[src/stq_pkg.sv]
// Shared constants, result codes and controller/datapath command and status types.
`default_nettype none

package stq_pkg;

    localparam int DEPTH_DEFAULT = 16;
    localparam int TPU_W         = 16;
    localparam int NOW_W         = 32;
    localparam int DELAY_W       = 24;
    localparam int TAG_W         = 8;
    localparam int PROD_W        = DELAY_W + TPU_W;

    localparam logic [TPU_W-1:0] TPU_RESET = 16'd10;

    typedef enum logic [1:0] {
        RES_NONE,
        RES_INS,
        RES_REJ,
        RES_POP
    } res_t;

    typedef struct packed {
        logic idle;
        logic capture;
        logic mul;
        logic sum;
        logic walk_start;
        logic walk_step;
        logic place_after;
        logic place_head;
        logic rd_head;
        logic pop;
        logic load_out;
        res_t res;
    } cmd_t;

    typedef struct packed {
        logic req_valid;
        logic kind;
        logic empty;
        logic full;
        logic j_zero;
        logic shift;
        logic expired;
        logic out_busy;
    } sts_t;

endpackage

`default_nettype wire

[src/stq_if.sv]
// Request, response and configuration channel interfaces.
`default_nettype none

interface stq_req_if
    import stq_pkg::*;
();
    logic               valid;
    logic               ready;
    logic               kind;
    logic [NOW_W-1:0]   now;
    logic [DELAY_W-1:0] delay;
    logic [TAG_W-1:0]   tag;

    modport source (output valid, output kind, output now, output delay, output tag,
                    input ready);
    modport sink   (input valid, input kind, input now, input delay, input tag,
                    output ready);
endinterface

interface stq_rsp_if
    import stq_pkg::*;
#(
    parameter int CW = $clog2(DEPTH_DEFAULT + 1)
)();
    logic             valid;
    logic             ready;
    logic             inserted;
    logic             full_reject;
    logic             expired_valid;
    logic [TAG_W-1:0] expired_tag;
    logic             queue_empty;
    logic [CW-1:0]    entry_count;

    modport source (output valid, output inserted, output full_reject,
                    output expired_valid, output expired_tag, output queue_empty,
                    output entry_count, input ready);
    modport sink   (input valid, input inserted, input full_reject,
                    input expired_valid, input expired_tag, input queue_empty,
                    input entry_count, output ready);
endinterface

interface stq_cfg_if
    import stq_pkg::*;
();
    logic             valid;
    logic             ready;
    logic [TPU_W-1:0] ticks_per_unit;

    modport source (output valid, output ticks_per_unit, input ready);
    modport sink   (input valid, input ticks_per_unit, output ready);
endinterface

`default_nettype wire

[src/sorted_timeout_queue_unit.sv]
// Top level of the sorted timeout queue: controller and datapath.
//
// Usage:
//   req carries one request: kind (0 insert, 1 check), now, delay and tag.
//   rsp returns exactly one response per request: inserted, full_reject,
//   expired_valid, expired_tag, queue_empty and entry_count.
//   cfg writes ticks_per_unit; it is always ready, and the user must write it
//   only while the block is idle, which the block itself does not enforce.
//   Entries live in a circular memory of DEPTH words with a head pointer, so a
//   pop is a single pointer advance. An insert walks from the tail toward the
//   head, one memory read and one write per cycle, moving each later entry up.
// Steps from request accepted to response valid: check: decode and head read,
//   compare, finish (decode, finish when empty); insert when full: decode,
//   finish; insert: decode and multiply, sum, walk start, k walk steps, place,
//   finish (no walk when empty), k = entries moved by the walk (0 .. held count,
//   at most DEPTH - 1). A new request is taken once the previous one has reached
//   the response register, even while that response still waits to be taken.
// Reset: the queue is empty and ticks_per_unit is 10. No memory clearing.
// Stall: a held response stops the next request in its final step until rsp
//   is taken; no response is dropped or repeated.
`default_nettype none

module sorted_timeout_queue_unit
    import stq_pkg::*;
#(
    parameter int DEPTH = DEPTH_DEFAULT
)(
    input  wire logic clk,
    input  wire logic rst_n,
    stq_req_if.sink   req,
    stq_rsp_if.source rsp,
    stq_cfg_if.sink   cfg
);

    cmd_t cmd;
    sts_t sts;

    stq_ctrl u_ctrl (
        .clk   (clk),
        .rst_n (rst_n),
        .sts   (sts),
        .cmd   (cmd)
    );

    stq_datapath #(
        .DEPTH (DEPTH),
        .CW    ($clog2(DEPTH + 1))
    ) u_datapath (
        .clk   (clk),
        .rst_n (rst_n),
        .req   (req),
        .rsp   (rsp),
        .cfg   (cfg),
        .cmd   (cmd),
        .sts   (sts)
    );

endmodule

`default_nettype wire

[src/stq_ctrl.sv]
// Sequencing state machine for insert walks and expiry checks.
`default_nettype none

module stq_ctrl
    import stq_pkg::*;
(
    input  wire logic clk,
    input  wire logic rst_n,
    input  wire sts_t sts,
    output cmd_t      cmd
);

    typedef enum logic [3:0] {
        S_IDLE,
        S_DECODE,
        S_SUM,
        S_INS_START,
        S_WALK,
        S_PLACE,
        S_CHK_CMP,
        S_FINISH
    } state_t;

    state_t state_reg, state_next;
    res_t   res_reg, res_next;

    always_comb
    begin
        state_next = state_reg;
        res_next   = res_reg;
        cmd        = '0;
        cmd.res    = res_reg;
        unique case (state_reg)
            S_IDLE:
            begin
                cmd.idle    = 1'b1;
                cmd.capture = sts.req_valid;
                if (sts.req_valid)
                begin
                    state_next = S_DECODE;
                end
            end
            S_DECODE:
            begin
                if (sts.kind)
                begin
                    if (sts.empty)
                    begin
                        res_next   = RES_NONE;
                        state_next = S_FINISH;
                    end
                    else
                    begin
                        cmd.rd_head = 1'b1;
                        state_next  = S_CHK_CMP;
                    end
                end
                else if (sts.full)
                begin
                    res_next   = RES_REJ;
                    state_next = S_FINISH;
                end
                else
                begin
                    cmd.mul    = 1'b1;
                    state_next = S_SUM;
                end
            end
            S_SUM:
            begin
                cmd.sum    = 1'b1;
                state_next = S_INS_START;
            end
            S_INS_START:
            begin
                res_next = RES_INS;
                if (sts.empty)
                begin
                    cmd.place_head = 1'b1;
                    state_next     = S_FINISH;
                end
                else
                begin
                    cmd.walk_start = 1'b1;
                    state_next     = S_WALK;
                end
            end
            S_WALK:
            begin
                if (sts.shift)
                begin
                    cmd.walk_step = 1'b1;
                    if (sts.j_zero)
                    begin
                        state_next = S_PLACE;
                    end
                end
                else
                begin
                    cmd.place_after = 1'b1;
                    state_next      = S_FINISH;
                end
            end
            S_PLACE:
            begin
                cmd.place_head = 1'b1;
                state_next     = S_FINISH;
            end
            S_CHK_CMP:
            begin
                if (sts.expired)
                begin
                    cmd.pop  = 1'b1;
                    res_next = RES_POP;
                end
                else
                begin
                    res_next = RES_NONE;
                end
                state_next = S_FINISH;
            end
            S_FINISH:
            begin
                if (!sts.out_busy)
                begin
                    cmd.load_out = 1'b1;
                    state_next   = S_IDLE;
                end
            end
            default:
            begin
                state_next = S_IDLE;
            end
        endcase
    end

    always_ff @(posedge clk or negedge rst_n)
    begin
        if (!rst_n)
        begin
            state_reg <= S_IDLE;
            res_reg   <= RES_NONE;
        end
        else
        begin
            state_reg <= state_next;
            res_reg   <= res_next;
        end
    end

endmodule

`default_nettype wire

[src/stq_datapath.sv]
// Entry memory, head pointer, count, deadline arithmetic and response register.
`default_nettype none

module stq_datapath
    import stq_pkg::*;
#(
    parameter int DEPTH = DEPTH_DEFAULT,
    parameter int CW    = $clog2(DEPTH + 1)
)(
    input  wire logic  clk,
    input  wire logic  rst_n,
    stq_req_if.sink    req,
    stq_rsp_if.source  rsp,
    stq_cfg_if.sink    cfg,
    input  wire cmd_t  cmd,
    output sts_t       sts
);

    localparam int AW = $clog2(DEPTH);
    localparam logic [AW:0] DEPTH_X = (AW + 1)'(DEPTH);
    localparam logic [AW-1:0] LAST  = AW'(DEPTH - 1);

    logic [TPU_W-1:0]   tpu_reg;
    logic               kind_reg;
    logic [NOW_W-1:0]   now_reg;
    logic [DELAY_W-1:0] delay_reg;
    logic [TAG_W-1:0]   tag_reg;
    logic [NOW_W-1:0]   prod_reg;
    logic [NOW_W-1:0]   dl_reg;
    logic [AW-1:0]      head_reg;
    logic [CW-1:0]      count_reg;
    logic [AW-1:0]      j_reg;

    logic [NOW_W-1:0]   dl_mem [DEPTH];
    logic [TAG_W-1:0]   tag_mem [DEPTH];
    logic [NOW_W-1:0]   rd_dl_reg;
    logic [TAG_W-1:0]   rd_tag_reg;

    logic               out_valid_reg;
    logic               out_ins_reg;
    logic               out_rej_reg;
    logic               out_ev_reg;
    logic [TAG_W-1:0]   out_tag_reg;
    logic               out_empty_reg;
    logic [CW-1:0]      out_count_reg;

    logic [PROD_W-1:0]  prod_full;
    logic               rd_en;
    logic [AW-1:0]      rd_log;
    logic [AW-1:0]      rd_addr;
    logic               wr_en;
    logic [AW-1:0]      wr_log;
    logic [AW-1:0]      wr_addr;
    logic [NOW_W-1:0]   wr_dl;
    logic [TAG_W-1:0]   wr_tag;
    logic [AW-1:0]      last_log;

    function automatic logic [AW-1:0] to_phys(input logic [AW-1:0] head,
                                              input logic [AW-1:0] lidx);
        logic [AW:0] s;
        s = {1'b0, head} + {1'b0, lidx};
        if (s >= DEPTH_X)
        begin
            s = s - DEPTH_X;
        end
        return s[AW-1:0];
    endfunction

    assign prod_full = delay_reg * tpu_reg;
    assign last_log  = AW'(count_reg - CW'(1));

    assign rd_en   = cmd.rd_head | cmd.walk_start | cmd.walk_step;
    assign rd_log  = cmd.rd_head    ? '0 :
                     cmd.walk_start ? last_log : (j_reg - AW'(1));
    assign rd_addr = to_phys(head_reg, rd_log);

    assign wr_en   = cmd.walk_step | cmd.place_after | cmd.place_head;
    assign wr_log  = cmd.place_head ? '0 : (j_reg + AW'(1));
    assign wr_addr = to_phys(head_reg, wr_log);
    assign wr_dl   = cmd.walk_step ? rd_dl_reg : dl_reg;
    assign wr_tag  = cmd.walk_step ? rd_tag_reg : tag_reg;

    always_comb
    begin
        sts.req_valid = req.valid;
        sts.kind      = kind_reg;
        sts.empty     = (count_reg == '0);
        sts.full      = (count_reg == CW'(DEPTH));
        sts.j_zero    = (j_reg == '0);
        sts.shift     = (j_reg == '0) ? (rd_dl_reg > dl_reg) : (rd_dl_reg >= dl_reg);
        sts.expired   = (rd_dl_reg <= now_reg);
        sts.out_busy  = out_valid_reg & ~rsp.ready;
    end

    assign req.ready = cmd.idle;
    assign cfg.ready = 1'b1;

    always_ff @(posedge clk or negedge rst_n)
    begin
        if (!rst_n)
        begin
            tpu_reg <= TPU_RESET;
        end
        else if (cfg.valid)
        begin
            tpu_reg <= cfg.ticks_per_unit;
        end
    end

    // hold the request payload and run the deadline arithmetic
    always_ff @(posedge clk)
    begin
        if (cmd.capture)
        begin
            kind_reg  <= req.kind;
            now_reg   <= req.now;
            delay_reg <= req.delay;
            tag_reg   <= req.tag;
        end
        if (cmd.mul)
        begin
            prod_reg <= prod_full[NOW_W-1:0];
        end
        if (cmd.sum)
        begin
            dl_reg <= now_reg + prod_reg;
        end
    end

    always_ff @(posedge clk or negedge rst_n)
    begin
        if (!rst_n)
        begin
            head_reg  <= '0;
            count_reg <= '0;
            j_reg     <= '0;
        end
        else
        begin
            if (cmd.walk_start)
            begin
                j_reg <= last_log;
            end
            else if (cmd.walk_step)
            begin
                j_reg <= j_reg - AW'(1);
            end
            if (cmd.place_after || cmd.place_head)
            begin
                count_reg <= count_reg + CW'(1);
            end
            else if (cmd.pop)
            begin
                count_reg <= count_reg - CW'(1);
                head_reg  <= (head_reg == LAST) ? '0 : (head_reg + AW'(1));
            end
        end
    end

    always_ff @(posedge clk)
    begin
        if (wr_en)
        begin
            dl_mem[wr_addr]  <= wr_dl;
            tag_mem[wr_addr] <= wr_tag;
        end
        if (rd_en)
        begin
            rd_dl_reg  <= dl_mem[rd_addr];
            rd_tag_reg <= tag_mem[rd_addr];
        end
    end

    always_ff @(posedge clk or negedge rst_n)
    begin
        if (!rst_n)
        begin
            out_valid_reg <= 1'b0;
        end
        else if (cmd.load_out)
        begin
            out_valid_reg <= 1'b1;
        end
        else if (rsp.ready)
        begin
            out_valid_reg <= 1'b0;
        end
    end

    always_ff @(posedge clk)
    begin
        if (cmd.load_out)
        begin
            out_ins_reg   <= (cmd.res == RES_INS);
            out_rej_reg   <= (cmd.res == RES_REJ);
            out_ev_reg    <= (cmd.res == RES_POP);
            out_tag_reg   <= (cmd.res == RES_POP) ? rd_tag_reg : '0;
            out_empty_reg <= (count_reg == '0);
            out_count_reg <= count_reg;
        end
    end

    assign rsp.valid         = out_valid_reg;
    assign rsp.inserted      = out_ins_reg;
    assign rsp.full_reject   = out_rej_reg;
    assign rsp.expired_valid = out_ev_reg;
    assign rsp.expired_tag   = out_tag_reg;
    assign rsp.queue_empty   = out_empty_reg;
    assign rsp.entry_count   = out_count_reg;

endmodule

`default_nettype wire

[src/flat_wrapper.sv]
// flat-port wrapper written by rule: the top's interface ports become plain ports
module sorted_timeout_queue_unit_flat import stq_pkg::*;
#(
    parameter int DEPTH = DEPTH_DEFAULT
)
  (clk, rst_n, req_valid, req_kind, req_now, req_delay, req_tag, req_ready, rsp_valid, rsp_inserted, rsp_full_reject, rsp_expired_valid, rsp_expired_tag, rsp_queue_empty, rsp_entry_count, rsp_ready, cfg_valid, cfg_ticks_per_unit, cfg_ready);
  stq_req_if req_i ();
  stq_rsp_if rsp_i ();
  stq_cfg_if cfg_i ();
  input  wire logic clk;
  input  wire logic rst_n;
  input wire logic [$bits(req_i.valid)-1:0] req_valid;
  input wire logic [$bits(req_i.kind)-1:0] req_kind;
  input wire logic [$bits(req_i.now)-1:0] req_now;
  input wire logic [$bits(req_i.delay)-1:0] req_delay;
  input wire logic [$bits(req_i.tag)-1:0] req_tag;
  output wire logic [$bits(req_i.ready)-1:0] req_ready;
  output wire logic [$bits(rsp_i.valid)-1:0] rsp_valid;
  output wire logic [$bits(rsp_i.inserted)-1:0] rsp_inserted;
  output wire logic [$bits(rsp_i.full_reject)-1:0] rsp_full_reject;
  output wire logic [$bits(rsp_i.expired_valid)-1:0] rsp_expired_valid;
  output wire logic [$bits(rsp_i.expired_tag)-1:0] rsp_expired_tag;
  output wire logic [$bits(rsp_i.queue_empty)-1:0] rsp_queue_empty;
  output wire logic [$bits(rsp_i.entry_count)-1:0] rsp_entry_count;
  input wire logic [$bits(rsp_i.ready)-1:0] rsp_ready;
  input wire logic [$bits(cfg_i.valid)-1:0] cfg_valid;
  input wire logic [$bits(cfg_i.ticks_per_unit)-1:0] cfg_ticks_per_unit;
  output wire logic [$bits(cfg_i.ready)-1:0] cfg_ready;
  assign req_i.valid = req_valid;
  assign req_i.kind = req_kind;
  assign req_i.now = req_now;
  assign req_i.delay = req_delay;
  assign req_i.tag = req_tag;
  assign req_ready = req_i.ready;
  assign rsp_valid = rsp_i.valid;
  assign rsp_inserted = rsp_i.inserted;
  assign rsp_full_reject = rsp_i.full_reject;
  assign rsp_expired_valid = rsp_i.expired_valid;
  assign rsp_expired_tag = rsp_i.expired_tag;
  assign rsp_queue_empty = rsp_i.queue_empty;
  assign rsp_entry_count = rsp_i.entry_count;
  assign rsp_i.ready = rsp_ready;
  assign cfg_i.valid = cfg_valid;
  assign cfg_i.ticks_per_unit = cfg_ticks_per_unit;
  assign cfg_ready = cfg_i.ready;
  sorted_timeout_queue_unit #(.DEPTH(DEPTH)) u_core (.clk(clk), .rst_n(rst_n), .req(req_i), .rsp(rsp_i), .cfg(cfg_i));
endmodule
[config.mk]
export PLATFORM = sky130hd
export DESIGN_NAME = sorted_timeout_queue_unit_flat
export DESIGN_NICKNAME = d
export VERILOG_FILES = /design/src/stq_pkg.sv /design/src/stq_if.sv /design/src/sorted_timeout_queue_unit.sv /design/src/stq_ctrl.sv /design/src/stq_datapath.sv /design/src/flat_wrapper.sv
export SDC_FILE = /design/constraint.sdc
export NUM_CORES = 2
export LEC_CHECK = 0
export ABC_AREA = 1
export BUFFER_PORTS_ARGS = -buffer_cell sky130_fd_sc_hd__buf_2
export CAP_MARGIN = 5
export CORE_ASPECT_RATIO = 1.5
export CORE_MARGIN = 2
export CORE_UTILIZATION = 58
export DETAILED_ROUTE_END_ITERATION = 8
export PLACE_DENSITY = 0.75
export SETUP_SLACK_MARGIN = 0.05
export SYNTH_ARGS = -nofsm -noshare
export SYNTH_HDL_FRONTEND = slang
export SYNTH_HIERARCHICAL = 1
export SYNTH_SLANG_ARGS = --single-unit
[constraint.sdc]
create_clock -name clk -period 7.31 [get_ports clk]
set_input_delay 0 -clock clk [delete_from_list [all_inputs] [get_ports clk]]
set_output_delay 0 -clock clk [all_outputs]
set_load 0.03 [all_outputs]
# After elaboration in Yosys (flattened, before gate mapping)
# Memories as Yosys holds them, arrays and structs flattened. A register that Yosys moved wholly into a read port is not among the register bits.
# Index checks and enable logic that the tools add are counted.
[word_totals] ff_bits=182 latchBits=0 mem_bits_rw=640 rom_bits=0 input_bits=86 output_inout_bits=20 elab_cells=122 mem_count=2
[memory_table] name="u_core.u_datapath.dl_mem" depth=16 word_bits=32 read_ports=1 rd_clocked_by_memory_dff=1 write_ports=1 line_no="stq_datapath.sv:34" rtl="logic [NOW_W-1:0] dl_mem [DEPTH];"
[memory_table] name="u_core.u_datapath.tag_mem" depth=16 word_bits=8 read_ports=1 rd_clocked_by_memory_dff=1 write_ports=1 line_no="stq_datapath.sv:35" rtl="logic [TAG_W-1:0] tag_mem [DEPTH];"
[op_classes] n_addsub=10 multipliers=1 div=0 order_cmp=5 n_eq_ne=17 shifts=0 muxes=49 n_bitwise=7 n_reduce_logical=12
[ops] cell="2-to-1 mux 4 bit" n=13
[ops] cell="adder 32 bit" n=1
[ops] cell=">= comparator 32 bit" n=1
[ops] cell="greater-than comparator 32 bit" n=1
[ops] cell="less-or-equal comparator 32 bit" n=1
[ops] cell="multiplier 24 x 16 -> 32 bit" n=1
[ops] cell="2-to-1 mux 32 bit" n=1
[ops] cell="one-hot mux 4 bit (7 select lines)" n=1
[ops] cell="2-to-1 mux 1 bit" n=21
[ops] cell="== test 4 x 3 -> 1 bit (second input constant)" n=4
[ops] cell="2-to-1 mux 2 bit" n=7
[ops] cell="subtractor 4 x 1 -> 4 bit (second input constant)" n=3
[ops] cell="adder 4 x 4 -> 5 bit" n=2
[ops] cell=">= comparator 5 bit (second input constant)" n=2
[ops] cell="2-to-1 mux 5 bit" n=2
[ops] cell="!= test 3 x 2 -> 1 bit (second input constant)" n=3
[ops] cell="adder 4 x 1 -> 4 bit (second input constant)" n=2
[ops] cell="== test 4 x 2 -> 1 bit (second input constant)" n=2
[ops] cell="zero test 4 bit" n=2
[ops] cell="2-to-1 mux 8 bit" n=1
[ops] cell="one-hot mux 2 bit (3 select lines)" n=1
[ops] cell="AND reduction 3 bit" n=2
[ops] cell="nonzero test 2 bit" n=3
[ops] cell="adder 5 x 1 -> 5 bit (second input constant)" n=1
[ops] cell="17 further kinds" n=23

# Longest topological paths before layout
[logic_depth] ltp_word=8 ltp_mapped=28 mapped_depth_nobuf=26

# Modules after synthesis
# The synthesis kept the hierarchy.
[modules_own_cells] module="stq_datapath" instances=1 cells_each=4626 area_each_um2=48192.5 seq_area_each_um2=25557.0
[modules_own_cells] module="stq_ctrl" instances=1 cells_each=71 area_each_um2=432.9 seq_area_each_um2=125.1

# Worst setup path after synthesis
# Ideal clock, no wire load.
[synth_path] path_type="reg2reg" from="register u_core.u_ctrl.state_reg[1]" to="register u_core.u_datapath.delay_reg[0] (enable)" setup_time_ns=0.568 t_arrival_ns=5.171 required_ns=6.742 setup_slack_ns=1.571 stages_incl_launch_ff=5 path_buffers=1 synth_period_minus_slack_ns=5.739 cell_sequence="dfrtp_1 > buf_2 > nor2_2 > inv_1 > nor3_1"
[synth_rtl] item="start, declared" line_no="stq_ctrl.sv:24" rtl="state_t state_reg, state_next;"
[synth_rtl] item="start signal, assigned" line_no="stq_ctrl.sv:146" rtl="state_reg <= state_next;"
[synth_rtl] item="end signal, assigned" line_no="stq_datapath.sv:117" rtl="delay_reg <= req.delay;"
[synth_rtl] item="end, declared" line_no="stq_datapath.sv:26" rtl="logic [DELAY_W-1:0] delay_reg;"

# Worst setup path after layout
[layout_path] from="register u_core.u_datapath.tpu_reg[2]" to="register u_core.u_datapath.prod_reg[22], data pin"
[layout_between] elab_chain_cells=1
[layout_rtl] item="start, declared" line_no="stq_datapath.sv:23" rtl="logic [TPU_W-1:0] tpu_reg;"
[layout_rtl] item="start signal, assigned" line_no="stq_datapath.sv:106" rtl="tpu_reg <= cfg.ticks_per_unit;"
[layout_rtl] item="multiplier 24 x 16 -> 32 bit" line_no="stq_datapath.sv:69" rtl="assign prod_full = delay_reg * tpu_reg;"
[layout_rtl] item="net u_core.u_datapath.prod_full[22]" line_no="stq_datapath.sv:47" rtl="logic [PROD_W-1:0] prod_full;"
[layout_rtl] item="end signal, assigned" line_no="stq_datapath.sv:122" rtl="prod_reg <= prod_full[NOW_W-1:0];"
[layout_rtl] item="end, declared" line_no="stq_datapath.sv:28" rtl="logic [NOW_W-1:0] prod_reg;"
# The timed path passes the listed nets, and every way through them passes these cells.
# A chain may end at the register's enable or synchronous reset.

==> results.txt <==
* Registers with the most flip-flops: u_core/u_datapath/dl_mem x512, u_core/u_datapath/tag_mem x128
- Final-layout fill cell count: 6321
* Predominant post-synthesis flop cell: edfxtp_1
- The routed layout has 34500 vias.
- Port buffering added 104 buffers.
* Average routed wire per standard cell: 21.2 um
- Critical path startpoint category: flop
* GRT overflow: 0
- A synthesized cell averages 10.4 um2.
* Outcome: finished clean
- The tool flagged a number of max-cap violations equal to 0.
- The setup path with the least slack is of type flop to flop.
- In this run the post-CTS setup repair buffer count came out at 0.
- Area enclosed by the die boundary: 0.0862 mm2
- From bottom edge to top edge, the die measures 359 um.
- Warning count from the yosys run: 6
- In this run the number of H-tree levels came out at 3.
- GRT Util Overall: 30.2%
* Slowest Stage Delay on Critical Path: 1070 ps
- The core region is 0.0834 mm2.
- Summing all flip-flop and latch instances after layout gives 0.0257 mm2.
- Register with the highest flop count: u_core/u_datapath/dl_mem
* Post-synth cell types: 47
* Drt drc: 0
- TritonCTS built the clock tree.
- DP Wirelength: 84300 um
* Growth of design area from synthesis to finish: 11.5%
* Number of cells on the worst reg-to-reg path: 20
* Fin crit period: 6720 ps
- The worst path uses 91.9% of the clock period.
- At the end of routability-driven placement, the weighted congestion stood at 0.997.
* Vias in the first global route: 35700
- Fraction of final layout cells with drive strength greater than 1: 8.59%
- In this run the worst path has a maximum fanout of 25.
- For the worst setup path, the data arrival time is 7110 ps.
- Setup repair after global routing left no endpoint under its margin.
* Minimum setup slack among reg-to-reg paths: 590 ps
- Data on the critical path is required at its endpoint by 7700 ps.
* Number of CTS-inserted buffers: 79
- Number of instances in the synthesized netlist: 4697
* Setup total negative slack: 0 ps
- Before antenna repair, the detailed router went through 6 iterations.
* Maximum root-to-sink buffer count: 3
- Counting flops and latches in the post-synthesis netlist gives 861.
- Entering global routing, the biggest net connects 171 pins.
- Sorting the synthesized cells by area gives the leading types as edfxtp_1, fa_1, nand2_1.
- Mapped Nets: 5250
- DRC marker count from the first detailed-route iteration: 2849
- For this run, the register share of the synthesized area comes to 52.8%.
- Traced cell by cell, the critical path runs through nand2_1 -> fa_1 -> fa_1 -> inv_1 -> fa_1 -> fa_1 -> fa_1 -> inv_1 -> fa_1 -> inv_1 -> ha_1 -> nand2_1 -> nor2_1 -> inv_1 -> nor3_1 -> nand2_1 -> nand2_1 -> nand2_1 -> nand3_1 -> nand2_1.
- The net count of the finished layout is 5401.
* Commonest cells in the synthesized netlist: nand2_1, edfxtp_1, inv_1, nor2_1, fa_1
- The register with the most flip-flops in the layout has 512 of them.
- Bufs and invs on worst path: 4
- Most used standard cell by instance count after synthesis: nand2_1
* Largest area contributor in the netlist: edfxtp_1
- Clk Latency, worst-skew pair: 660 ps
- In this run, synthesis inferred 826 flip-flops with an integrated enable.
* Fraction of the core area covered by cells at the end of the flow: 65.0%
* Max Slew Vio Count: 0
- Clock sink count: 861
* Count of nets left with antenna violations after detail routing: 0
- Fraction of registers with async set or reset after synthesis: 4.07%
- Post-detailed-route via-to-cell ratio: 5.72
* Capture instance of the worst register-to-register path: u_core/u_datapath/prod_reg[22]$_DFFE_PP_
- The tree is rooted in a clkbuf_16.
- Share of the synthesized area in the top cell type: 51.0%
* Io pins: 106
- Setup violations remaining at the end of the flow were counted as 0.
- Fmax: 149 MHz
* Worst path top cell family by delay: adder cells
- From left edge to right edge, the die measures 240 um.
- Capturing element type of the critical path: flop
- The final hold violation count was 0.
- Worst r2r src: u_core/u_datapath/tpu_reg[2]$_DFFE_PN0P_
* Site row count: 130
* Worst Skew: 35.3 ps
- Clk pin slew, worst setup/hold paths: 60 ps
* Initial standard-cell utilization of the core: 58.3%
- The worst pin sits at a relative slew slack of 20.9%.
- Crit path max-delay cell type: dfrtp_1
- After synthesis the cells add up to 0.0486 mm2.
- Least-Margin Pin Slew: 1180 ps
- Antenna violations before repair: 0
- Path class of the lowest-slack min-delay path: input pin to async pin
- 0 antenna diodes ended up in the layout.
- First-pass GRT wire length: 195000 um
- The final layout contains routed wiring with a total length of 128000 um.
- Multi-input gate area: 0.0194 mm2
-- per-stage QoR --
step | hold slack (ps) | worst slack, ps | std cells | area (um2)
after detailed placement | 178 | 861 | 5785 | 50500
after CTS | 2.89 | 830 | 6036 | 54200
after global routing | 24.1 | 251 | 6036 | 54200
after floorplan | -296 | 1570 | 4697 | 48600
after global placement | 176 | 863 | 5785 | 50500
final | 29.0 | 589 | 6036 | 54200
-- kinds of logic after synthesis --
kind of cell | share of synthesized area (%)
AND/OR/NAND/NOR | 12.7
buffers and inverters | 7.63
flip-flops | 52.8
AO/OA/AOI/OAI | 8.37
adder cells (fa/ha/maj) | 16.4
multiplexers | 1.32
XOR/XNOR | 0.811
other | 0.00771
-- per-layer routing --
| layer | up-vias | part of all wire, % | track usage [%] |
|---|---|---|---|
| met4 | 0 | 6.7 | 18.3 |
| li1 | 15800 | - | - |
| met1 | 16800 | 35 | 33.2 |
| met5 | - | 0 | 0 |
| met3 | 445 | 6.8 | 4.54 |
| met2 | 1468 | 52 | 55.0 |
-- worst max-delay path by stage --
stage | endpoint | from | depth (start not counted)
6_report | u_core/u_datapath/prod_reg[22]$_DFFE_PP_ | u_core/u_datapath/tpu_reg[2]$_DFFE_PN0P_ | 20
5_1_grt | u_core/u_datapath/prod_reg[22]$_DFFE_PP_ | u_core/u_datapath/tpu_reg[2]$_DFFE_PN0P_ | 20
4_1_cts | u_core/u_datapath/prod_reg[22]$_DFFE_PP_ | u_core/u_datapath/tpu_reg[2]$_DFFE_PN0P_ | 20
3_5_place_dp | u_core/u_datapath/prod_reg[22]$_DFFE_PP_ | u_core/u_datapath/tpu_reg[2]$_DFFE_PN0P_ | 20
3_3_place_gp | u_core/u_datapath/prod_reg[22]$_DFFE_PP_ | u_core/u_datapath/tpu_reg[2]$_DFFE_PN0P_ | 20
2_1_floorplan | u_core/u_datapath/delay_reg[0]$_DFFE_PP_ | u_core/u_ctrl/state_reg[1]$_DFFE_PN0P_ | 4
-- timing repair --
item	4_1_cts	5_1_grt
resized for setup	0	0
hold buffers	104	0
hold endpoints to repair	126	0
-- area by class of cell --
type / count / share of cell area, %
Clock buffer: 99 / 3.90
Clock inverter: 48 / 1.01
Inverter: 727 / 5.05
Multi-Input combinational cell: 2879 / 35.8
Sequential cell: 861 / 47.4
Tap cell: 1122 / 2.59
Timing Repair Buffer: 300 / 4.22
-- placed cells by master, fill, tap and decap left out, types with 17 or more instances in the layout --
| cell | synthesis | final |
|---|---|---|
| nor2_1 | 476 | 459 |
| buf_2 | 60 | 104 |
| o21ai_1 | 180 | 180 |
| inv_1 | 708 | 708 |
| fa_1 | 283 | 282 |
| mux2_2 | 57 | 57 |
| ha_1 | 184 | 183 |
| nand2_1 | 866 | 863 |
| edfxtp_1 | 826 | 826 |
| nand3_1 | 139 | 139 |
| o22ai_1 | 164 | 164 |
| clkbuf_16 | 0 | 82 |
| o21ai_0 | 280 | 280 |
| dlygate4sd3_1 | 0 | 104 |
| buf_4 | 8 | 89 |
| a21oi_1 | 110 | 110 |
| nor2_4 | 1 | 18 |
| nand4_1 | 25 | 25 |
| clkbuf_1 | 156 | 17 |
| dfrtp_1 | 33 | 33 |
| xor2_1 | 37 | 36 |
Power is not shown: default switching activity piles up to over one toggle a cycle in this logic, so the estimate is an artifact.
